**config.mk**
```make
export PLATFORM = sky130hd
export DESIGN_NAME = hebb_weights
export DESIGN_NICKNAME = d
export VERILOG_FILES = /design/src/rtl/hebb_pkg.sv /design/src/rtl/hebb_weights.sv
export SDC_FILE = /design/constraint.sdc
export NUM_CORES = 1
export LEC_CHECK = 0
export BUFFER_PORTS_ARGS = -buffer_cell sky130_fd_sc_hd__buf_2
export CAP_MARGIN = 10
export CORE_MARGIN = 8
export CORE_UTILIZATION = 56
export DETAILED_ROUTE_END_ITERATION = 12
export PLACE_DENSITY = 0.76
export SYNTH_ARGS = -nofsm -noshare
export SYNTH_HDL_FRONTEND = slang
export SYNTH_SLANG_ARGS = --single-unit
```
**constraint.sdc**
```tcl
create_clock -name clock -period 2 [get_ports clock]
set_clock_uncertainty 0.15 [all_clocks]
set_input_delay 0.3 -clock clock [delete_from_list [all_inputs] [get_ports clock]]
set_output_delay 0.3 -clock clock [all_outputs]
set_load 0.005 [all_outputs]
```
**src/rtl/hebb_pkg.sv**
```systemverilog
// ----------------------------------------------------------------------------
// hebb_pkg
// Shared constants, types and helpers of the Hebbian associative memory.
// ----------------------------------------------------------------------------
package hebb_pkg;

   localparam int VEC_LEN  = 4;
   localparam int IDX_W    = $clog2(VEC_LEN);
   localparam int ADDR_W   = 2 * IDX_W;

   localparam int ELEM_W   = 8;
   localparam int WEIGHT_W = 32;
   localparam int RECALL_W = 48;
   localparam int SIM_W    = 16;

   localparam int DOT_W    = 51;
   localparam int VNORM_W  = 17;
   localparam int RNORM_W  = 83;
   localparam int LNUM_W   = 99;
   localparam int ACC_W    = 132;
   localparam int MUL_W    = 32;
   localparam int SHIFT_W  = 7;
   localparam int PART_W   = 2;
   localparam int BIT_W    = 5;
   localparam int QUOT_W   = 31;
   localparam int ROOT_W   = 16;

   localparam logic OP_TEACH = 1'b0;
   localparam logic OP_CHECK = 1'b1;

   localparam logic [SHIFT_W-1:0] SH_NONE      = 7'd0;
   localparam logic [SHIFT_W-1:0] SH_LIMB      = 7'd32;
   localparam logic [SHIFT_W-1:0] SH_CROSS     = 7'd33;
   localparam logic [SHIFT_W-1:0] SH_HIGH      = 7'd64;
   localparam logic [SHIFT_W-1:0] SH_DOT_LO    = 7'd30;
   localparam logic [SHIFT_W-1:0] SH_DOT_CROSS = 7'd63;
   localparam logic [SHIFT_W-1:0] SH_DOT_HIGH  = 7'd94;

   localparam logic [PART_W-1:0] PART_LO    = 2'd0;
   localparam logic [PART_W-1:0] PART_CROSS = 2'd1;
   localparam logic [PART_W-1:0] PART_HIGH  = 2'd2;

   typedef enum logic [3:0] {
      ST_IDLE,
      ST_TEACH,
      ST_ROW,
      ST_DOT,
      ST_VNORM,
      ST_RNORM,
      ST_LNUM,
      ST_RDEN,
      ST_CHECK,
      ST_DIV,
      ST_SQRT,
      ST_OUT
   } state_type;

   typedef struct packed {
      logic                use_ext;
      logic                sub;
      logic [SHIFT_W-1:0]  shift;
   } unit_ctl_type;

   function automatic logic [ELEM_W-1:0] elem_mag(input logic [ELEM_W-1:0] x);
      return x[ELEM_W-1] ? (~x + 1'b1) : x;
   endfunction

endpackage

```
**src/rtl/hebb_weights.sv**
```systemverilog
// ----------------------------------------------------------------------------
// hebb_weights
// Weight matrix storage, cleared by reset, one address shared by a combinational read and a write port.
// ----------------------------------------------------------------------------
module hebb_weights (
   input  logic                                  clock,
   input  logic                                  reset,
   input  logic [hebb_pkg::ADDR_W-1:0]           addr,
   input  logic                                  wr_en,
   input  logic signed [hebb_pkg::WEIGHT_W-1:0]  wr_data,
   output logic signed [hebb_pkg::WEIGHT_W-1:0]  rd_data
);

   localparam int DEPTH = hebb_pkg::VEC_LEN * hebb_pkg::VEC_LEN;

   logic signed [hebb_pkg::WEIGHT_W-1:0] weight_ff [DEPTH];

   always_ff @(posedge clock) begin
      if (reset) begin
         for (int i = 0; i < DEPTH; i++) begin
            weight_ff[i] <= '0;
         end
      end else if (wr_en) begin
         weight_ff[addr] <= wr_data;
      end
   end

   assign rd_data = weight_ff[addr];

endmodule
```
; ---- Word-level counts from Yosys, hierarchy flattened
; Memories as Yosys holds them, arrays and structs flattened.
; Cells that the tools add are included.
[word_totals]
mem_bits_rw = 512
mem_count = 1
output_inout_bits = 32
word_cells = 10
input_bits = 39
regBits = 0
[mem_list]
columns = memory, words, word_bits, rd, rd_ports_with_merged_regs, write_ports, line_no
row1 = weight_ff, 16, 32, 1, 0, 16, hebb_weights.sv:16  ; logic signed [hebb_pkg::WEIGHT_W-1:0] weight_ff [DEPTH];
[classes]
muxes = 8
n_reduce_logical = 1
[op_table]
columns = operator, n
row1 = two-way mux 32 bit, 1
row2 = OR reduction 32 bit, 1
row3 = two-way mux 1 bit, 6
row4 = two-way mux 4 bit, 1

; ---- Longest topological paths before layout
; Gate-level depths: netlist of run 1.
[depth]
word_depth = 5
ltp_mapped = 6
depth_no_buf = 3

; ---- Worst setup path after synthesis of run 1
; No wires, ideal clock.
[synth_path]
path_kind = input to register
from = input port addr[2] (netlist name)
to = memory weight_ff[0][0] (netlist name), enable pin
arrival_time_ps = 1556
stages = 3
slack_ps = -81
n_path_buf = 0
path_cell_list = or4b_4 > nor3_4 > or2_2
[synth_rtl]
columns = item, line_no
row1 = "start, declared", hebb_weights.sv:8  ; input logic [hebb_pkg::ADDR_W-1:0] addr,
row2 = "end, declared", hebb_weights.sv:16

; ---- Worst setup path after layout of run 1
[layout_path]
from = memory weight_ff[8][31] (netlist name)
to = output port rd_data[31] (netlist name)
[layout_between]
elab_chain_len = 1
[layout_rtl]
columns = item, line_no
row1 = memory read (16 x 32 bit), n/a
row2 = "end, declared", hebb_weights.sv:11  ; output logic signed [hebb_pkg::WEIGHT_W-1:0] rd_data
; Every way passes these cells.

==> results of run 1 <==
==> logic make-up (layout without fill, tap and decap cells) <==
logic type             Yosys count  after routing
muxes                          128            128
other                            0              4
buffers and inverters          127            309
and+or+nand+nor                587            587
DFF                            512            512
AOI/OAI and AO/OA               64             64
==> worst paths after layout <==
path	endpoint	slack (ns)	startpoint	cells past startpoint
hold / removal	weight_ff[2][17]$_SDFFCE_PN0P_	0.02	wr_data[17]	2
setup / recovery	rd_data[31]	-0.44	weight_ff[8][31]$_SDFFCE_PN0P_	4
==> area by class of cell <==
class / count / area [µm²] / area share
flip-flops and latches: 512 / 15400 / 0.563
clock buffers: 61 / 1340 / 0.0489
diodes: 4 / 10.0 / 0.000366
well taps: 532 / 666 / 0.0244
multi-input cells: 779 / 7320 / 0.268
clock inverters: 34 / 309 / 0.0113
repair buffers: 214 / 2310 / 0.0847
==> power breakdown <==
group | switching, mW | leakage [nW] | internal [mW] | total [mW]
sequential | 0.168 | 4.88 | 12.4 | 12.6
clock | 4.05 | 0.808 | 5.42 | 9.47
combinational | 1.15 | 4.04 | 1.04 | 2.19
==> Yosys cell counts <==
| library cell | number |
|---|---|
| nor2b_1 | 2 |
| nand2b_1 | 2 |
| clkbuf_2 | 12 |
| nor3_4 | 1 |
| or2_2 | 16 |
| a22oi_1 | 64 |
| mux4_2 | 128 |
| nand4bb_1 | 2 |
| clkbuf_1 | 91 |
| buf_4 | 8 |
| nand4b_1 | 1 |
| nor2_1 | 10 |
| or4b_4 | 1 |
| nor3_2 | 2 |
| buf_2 | 15 |
| nor2_2 | 3 |
| nor3_1 | 1 |
| and2_1 | 513 |
| nand2_1 | 33 |
| buf_1 | 1 |
| edfxtp_1 | 512 |
==> layout by cell type, fill, tap and decap left out, types with 2 or more instances in the layout <==
master and count:
clkinv_2 11, clkbuf_16 52, nand2_2 8, inv_6 2
or2_4 11, buf_12 66, bufinv_16 5, dlygate4sd3_1 4
nand2b_1 2, mux4_2 128, and2_1 512, nor2b_4 2
buf_2 63, a22oi_1 16, edfxtp_1 512, clkinv_4 2
nand2_1 25, nand4bb_1 2, clkbuf_1 9, nor3_4 3
a22oi_2 48, buf_4 74, buf_6 6, diode_2 4
or2_2 5, clkinv_1 12, nor2_2 12
==> per-layer routing <==
metal | vias to the layer above | track usage
met4 | 4 | 0.0916
met2 | 642 | 0.421
met5 | - | 0
met3 | 134 | 0.0527
met1 | 6660 | 0.313
li1 | 5535 | -
==> through the flow <==
| step | cell area (µm²) | setup WS [ns] | TNS, ns |
|---|---|---|---|
| floorplan | 22900 | -0.000394 | -0.00906 |
| global route | 27300 | -0.482 | -12.54 |
| global placement | 25300 | -0.347 | -60.57 |
| finish | 27300 | -0.444 | -10.50 |
| CTS | 27200 | -0.457 | -11.60 |
| detailed placement | 25300 | -0.366 | -71.96 |
==> repair_timing <==
action	4_1_cts	5_1_grt
pin swaps	44	12
hold buffers	4	0
setup endpoints to repair	32	32
resized for setup	37	24
hold endpoints to repair	33	0
==> flow_metrics.tcl, run 1 <==
set metrics [dict create \
    yosys_warnings 0 \
    top_layer "met5" \
    synth_nets 1457 \
    rsz0062_at_grt "true" \
    fillers 2674 \
    clockBufferDepth 3 \
    synth_top_cell_by_area "edfxtp_1" \
    grt_start_max_net_pins 33 \
    cp_max_fo 1 \
    largest-register "weight_ff" \
    grt_usage 0.248 \
    via_count 13000 \
    syn_inst 1418 \
    cp_top_family "multiplexers" \
    synth_cell_type_count 21 \
    die_x_um 218 \
    stdcell_count 2136 \
    critPathLaunchType "flop" \
    critPathKind "reg2out" \
    slowest_delay_ns 0.50 \
    io_pins 71 \
    htreeDepth 2 \
    start_util 0.564 \
    fmax_mhz 409 \
    postCtsSetupBuffers 0 \
    ys_ff_latch 512 \
    area_delta_synth_final_pct 19.4 \
    finalNetCount 1597 \
    top_regs "weight_ff (512)" \
    violations "setup timing" \
    drv_cap 0 \
    run_status "finished with violations" \
    route.met3.wl_mm 5.26 \
    synth_area_leaders "edfxtp_1 (67%), and2_1 (14%), mux4_2 (13%)" \
    critPathSlowestCell "mux4_2" \
    post_drt_wl_per_cell_um 27.1 \
    yosys.area_share.adder 0 \
    cts.clk_slew.worst_paths_ns 0.07 \
    ant_nets 0 \
    yosys.area_share.simple 0.157 \
    yosysSeqAreaShare 0.672 \
    grt_pass1_vias 13900 \
    crit_buf_inv 1 \
    largest_reg_flops 512 \
    numPortBuffers 70 \
    syn_area_per_cell_um2 16.1 \
    overflow 0 \
    crit_path_end_kind "primary output" \
    synthMuxAreaShare 0.126 \
    crit_required_ns 1.55 \
    synth_top_family_by_area "simple AND/OR/NAND/NOR gates" \
    critPathArrivalTime_ns 1.99 \
    tritoncts.num_buffers 51 \
    hold_slack_ns 0.0178 \
    power_density_nw_per_um2 887 \
    place_inst 2034 \
    place_hpwl_mm 35.5 \
    rows 74 \
    setup_slack_ns -0.444 \
    die-area_um2 47600 \
    clockRootBuffer "clkbuf_16" \
    path_cells "mux4_2, a22oi_2, nand2_2, buf_2" \
    p_total_mw 24.2 \
    post-route-util 0.674 \
    core_area_um2 40600 \
    synthXorXnorAreaFrac 0 \
    route.met2.wl_mm 29.2 \
    finalCriticalPeriod_ns 2.44 \
    slew_headroom 0.652 \
    hold_viol 0 \
    drive_above_1_share 0.316 \
    cts_tree "yes" \
    m1WireLength_mm 21.6 \
    grt_pass1_wl_mm 86.9 \
    gp_routability_congestion 0.795 \
    leakage_nw 9.74 \
    synth_top_area_frac 0.672 \
    viasPerCell 6.07 \
    antenna_found_initial 8 \
    die_y_um 218 \
    vdd_drop_max_uv 714 \
    wl_mm 57.9 \
    drt-pass1-iter-count 5 \
    setup_violations 32 \
    synth_area_um2 22900 \
    drc_errors 0 \
    period_share 1.22 \
    drtIter0Drc 1374 \
    final_max_slew_viol_count 0 \
    synth_compound_area_frac 0.0210 \
    hold_class "in2reg" \
    worst_slew_pin_slew_ns 0.521 \
    clkSinkCount 512 \
]
Power figures use the tool's default switching activity.
==> run 2, diff against run 1 <==
- CORE_UTILIZATION: 56 -> 53
- PLACE_DENSITY: 0.76 -> 0.72
==> run 2 against run 1 <==
  * The run still ends with setup timing left
  * Design area decreased by 0.68%
  * Sequential share of layout area increased by 0.39 points
  * Cell count is 1.5% higher
  * Largest cell class unchanged
  * Largest power group unchanged
==> flow_metrics.tcl, run 2 (same netlist as run 1, synthesis figures left out) <==
set metrics [dict create \
    run_status "finished with violations" \
    violations "setup timing" \
    grt_pass1_vias 13700 \
    fmax_mhz 416 \
    numPortBuffers 70 \
    htreeDepth 2 \
    crit_required_ns 1.55 \
    drive_above_1_share 0.301 \
    crit_path_end_kind "primary output" \
    drtIter0Drc 1365 \
    tritoncts.num_buffers 52 \
    place_area_um2 25400 \
    largest-register "weight_ff" \
    die-area_um2 50100 \
    cp_max_fo 1 \
    start_util 0.533 \
    place_hpwl_mm 37.2 \
    die_y_um 224 \
    num_antenna_cells 0 \
    worst_slew_pin_slew_ns 0.389 \
    drv_cap 0 \
    final_cell_mix "and2_1 (512), edfxtp_1 (512), mux4_2 (128)" \
    grt_use_met3 0.0445 \
    slowest_delay_ns 0.50 \
    rows 76 \
    grt_pass1_wl_mm 89.4 \
    regArea_um2 15400 \
    io_pins 71 \
    drc_errors 0 \
    overflow 0 \
    vdd_drop_max_uv 710 \
    path_cells "mux4_2, a22oi_2, nand2_2, buf_6" \
    critPathSlowestCell "mux4_2" \
    finalCriticalPeriod_ns 2.40 \
    period_share 1.20 \
    hold_class "in2reg" \
    drt-pass1-iter-count 6 \
    finalNetCount 1588 \
    largest_reg_flops 512 \
    hold_slack_ns 0.0260 \
    setup_slack_ns -0.405 \
    die_x_um 224 \
    slew_headroom 0.741 \
    top_regs "weight_ff (512)" \
    top_usage_layer "met2" \
    wl_mm 60.3 \
    grt_use_met1 0.327 \
    cts.clk_slew.worst_paths_ns 0.06 \
    clkSinkCount 512 \
    grt_usage 0.243 \
    gp_routability_congestion 0.803 \
    setup_violations 32 \
    antenna_found_initial 3 \
    postCtsSetupBuffers 0 \
    via_count 13000 \
    clockBufferDepth 3 \
    crit_buf_inv 1 \
    critPathKind "reg2out" \
    design_area_um2 27100 \
    stdcell_count 2168 \
    power_density_nw_per_um2 869 \
    cts_tree "yes" \
    area_delta_synth_final_pct 18.6 \
    post-place-ws_ns -0.345 \
    critPathArrivalTime_ns 1.95 \
    hold_viol 0 \
    grt_start_max_net_pins 35 \
    place_inst 2079 \
    fillers 3015 \
    leakage_nw 9.59 \
    final_max_slew_viol_count 0 \
    rsz0062_at_grt "true" \
    clockRootBuffer "clkbuf_16" \
    cp_top_family "multiplexers" \
    multiInputGateArea_um2 7330 \
    core_area_um2 42900 \
    critPathLaunchType "flop" \
    ant_nets 0 \
    post_drt_wl_per_cell_um 27.8 \
    viasPerCell 6.01 \
    grt_use_met2 0.395 \
]
-- run 2: stage by stage --
stage / utilization / setup TNS, ns / total power [mW]
2_1_floorplan: - / -0.00906 / 13.8
3_3_place_gp: 0.591 / -24.69 / 14.8
3_5_place_dp: 0.591 / -26.13 / 14.8
4_1_cts: 0.631 / -10.85 / 23.7
5_1_grt: 0.633 / -11.65 / 24.2
6_report: 0.633 / -9.76 / 23.6
-- run 2: metal layers --
metal  vias up  wire [µm]  part of all wire
met5         -         10           0.00017
met4         2       1900             0.031
met3       123       5030             0.083
met2       631      29500              0.49
met1      6769      23900              0.40
li1       5510          -                 -
-- run 2: what timing repair did --
action | CTS | global route
gates cloned | 0 | 0
setup endpoints to repair | 32 | 32
gates resized for setup | 44 | 14
hold buffers | 2 | 0
pin swaps | 51 | 7
hold endpoints to repair | 25 | 0
-- run 2: area by class of cell --
type	count	area share
Clock buffer	74	0.0518
Clock inverter	14	0.00295
Multi-Input combinational cell	779	0.270
Sequential cell	512	0.567
Tap cell	585	0.0270
Timing Repair Buffer	204	0.0817
-- run 2: power by group --
| part | internal, mW | total (mW) | switching [mW] |
|---|---|---|---|
| Combinational | 1.00 | 2.16 | 1.16 |
| Sequential | 12.4 | 12.6 | 0.170 |
| Clock | 4.95 | 8.84 | 3.89 |
-- run 2: path summary, 6_finish.rpt --
check	from	endpoint	slack, ns	depth (start not counted)
hold / removal	wr_data[15]	weight_ff[10][15]$_SDFFCE_PN0P_	0.03	2
setup / recovery	weight_ff[11][31]$_SDFFCE_PN0P_	rd_data[31]	-0.40	4
==> run 3, diff against run 2 <==
- MAX_ROUTING_LAYER: not set -> met4
- SLEW_MARGIN: not set -> 20
==> run 3 against run 2 <==
  * The run still ends with setup timing left
  * Clock power barely moved
  * Critical path depth stayed put
  * Global-route usage is 0.75 points higher
  * Worst hold slack gained 0.00056 ns
  * Die area stayed put
  * Largest power group unchanged
  * First-iteration DRC count increased by 3.9%
  * Largest cell class unchanged
  * Sequential share of layout area barely moved
  * Worst setup slack worse by 0.0086 ns
  * Sequential cell count unchanged
  * Via count rose by 0.21%
  * Fmax down 0.36%
==> flow_metrics.tcl, run 3 (same netlist as run 1, synthesis figures left out) <==
set metrics [dict create \
    antenna_found_initial 3 \
    die-area_um2 50100 \
    power_frac_clock 0.375 \
    rows 76 \
    hold_slack_ns 0.0265 \
    seqPwrFrac 0.533 \
    drt-pass1-iter-count 6 \
    numPortBuffers 70 \
    switchingPower_mw 5.23 \
    design_area_um2 27100 \
    stdcell_count 2169 \
    viasPerCell 6.02 \
    setup_slack_ns -0.414 \
    area_delta_synth_final_pct 18.6 \
    clockRootBuffer "clkbuf_16" \
    leakage_nw 9.59 \
    overflow 0 \
    grt_usage 0.251 \
    hold_viol 0 \
    htreeDepth 2 \
    cts_tree "yes" \
    critPathKind "reg2out" \
    vdd_drop_max_uv 714 \
    p_total_mw 23.6 \
    tritoncts.num_buffers 52 \
    largest_reg_flops 512 \
    ant_nets 0 \
    top_usage_layer "met2" \
    finalCriticalPeriod_ns 2.41 \
    drive_above_1_share 0.301 \
    postCtsSetupBuffers 0 \
    grt_use_met1 0.329 \
    clkSinkCount 512 \
    grt_pass1_vias 13700 \
    drc_errors 0 \
    violations "setup timing" \
    grt_use_met3 0.0438 \
    io_pins 71 \
    via_count 13100 \
    final_max_slew_viol_count 0 \
    clockBufferDepth 3 \
    die_x_um 224 \
    critPathArrivalTime_ns 1.96 \
    cts.clk_slew.worst_paths_ns 0.06 \
    period_share 1.21 \
    fmax_mhz 414 \
    critPathLaunchType "flop" \
    post_drt_wl_per_cell_um 27.8 \
    setup_violations 32 \
    hold_class "in2reg" \
    place_area_um2 25400 \
    grt_use_met2 0.393 \
    core_area_um2 42900 \
    p_int_mw 18.4 \
    fillers 3014 \
    rsz0062_at_grt "true" \
    die_y_um 224 \
    crit_required_ns 1.55 \
    min_path_cells 2 \
    slew_headroom 0.747 \
    crit_path_end "rd_data[31]" \
    grt_pass1_wl_mm 89.5 \
    start_util 0.533 \
    wl_mm 60.3 \
    final_cell_mix "and2_1 (512), edfxtp_1 (512), mux4_2 (128)" \
    combPwrFrac 0.092 \
    top_regs "weight_ff (512)" \
    drv_cap 0 \
    gp_routability_congestion 0.814 \
    finalNetCount 1588 \
    place_hpwl_mm 37.2 \
    p_sw_frac 0.222 \
    run_status "finished with violations" \
    worstSetupStartpoint "weight_ff[10][31]$_SDFFCE_PN0P_" \
    largest-register "weight_ff" \
    crit_path_end_kind "primary output" \
    cp_max_fo 1 \
    worst_slew_pin_slew_ns 0.380 \
    power_density_nw_per_um2 869 \
    fin_tns_setup_ns -9.88 \
    drtIter0Drc 1418 \
    grt_start_max_net_pins 35 \
    place_inst 2079 \
]
==> run 3: worst min-delay path by stage <==
stage	start	end
after floorplan	wr_data[0]	weight_ff[0][0]$_SDFFCE_PN0P_
after global placement	wr_data[26]	weight_ff[2][26]$_SDFFCE_PN0P_
after detailed placement	wr_data[12]	weight_ff[13][12]$_SDFFCE_PN0P_
after CTS	wr_data[29]	weight_ff[8][29]$_SDFFCE_PN0P_
after global routing	wr_data[29]	weight_ff[9][29]$_SDFFCE_PN0P_
final	wr_data[15]	weight_ff[10][15]$_SDFFCE_PN0P_
==> run 3: power by group through the flow <==
stage / clock network [mW] / logic (mW) / registers [mW]
after global routing: 9.31 / 2.28 / 12.6
final: 8.85 / 2.16 / 12.6
after CTS: 8.94 / 2.15 / 12.6
after detailed placement: 0 / 2.05 / 12.8
after floorplan: 0 / 1.08 / 12.7
after global placement: 0 / 2.03 / 12.8
==> run 3: area by class of cell <==
cell class,instances,area (µm²),area share
tap,585,732,0.0270
clock buffer,74,1410,0.0518
timing repair buffer,204,2220,0.0816
antenna,1,2.50,0.0000922
clock inverter,14,80.1,0.00295
multi-input combinational,779,7330,0.270
sequential,512,15400,0.566
==> run 3: through the flow <==
step / utilization / setup slack, ns
2_1_floorplan: - / -0.000394
3_3_place_gp: 0.591 / -0.355
3_5_place_dp: 0.591 / -0.345
4_1_cts: 0.631 / -0.421
5_1_grt: 0.633 / -0.465
6_report: 0.633 / -0.414
==> run 3: routing by layer <==
metal	routed length (µm)	share of wire
met1	23700	0.39
met2	29400	0.49
met3	5170	0.086
met4	1980	0.033
met5	0	0
==> run 3: worst max-delay path, stage by stage, from the launching register on <==
cell	delay (ns)
edfxtp_1	0.39
mux4_2	0.49
a22oi_2	0.19
nand2_2	0.15
buf_6	0.15
==> run 3: repair_timing <==
item | in CTS | in global routing
pin swaps | 51 | 7
setup endpoints to repair | 32 | 32
hold buffers | 2 | 0
resized for setup | 44 | 14
hold endpoints to repair | 25 | 0
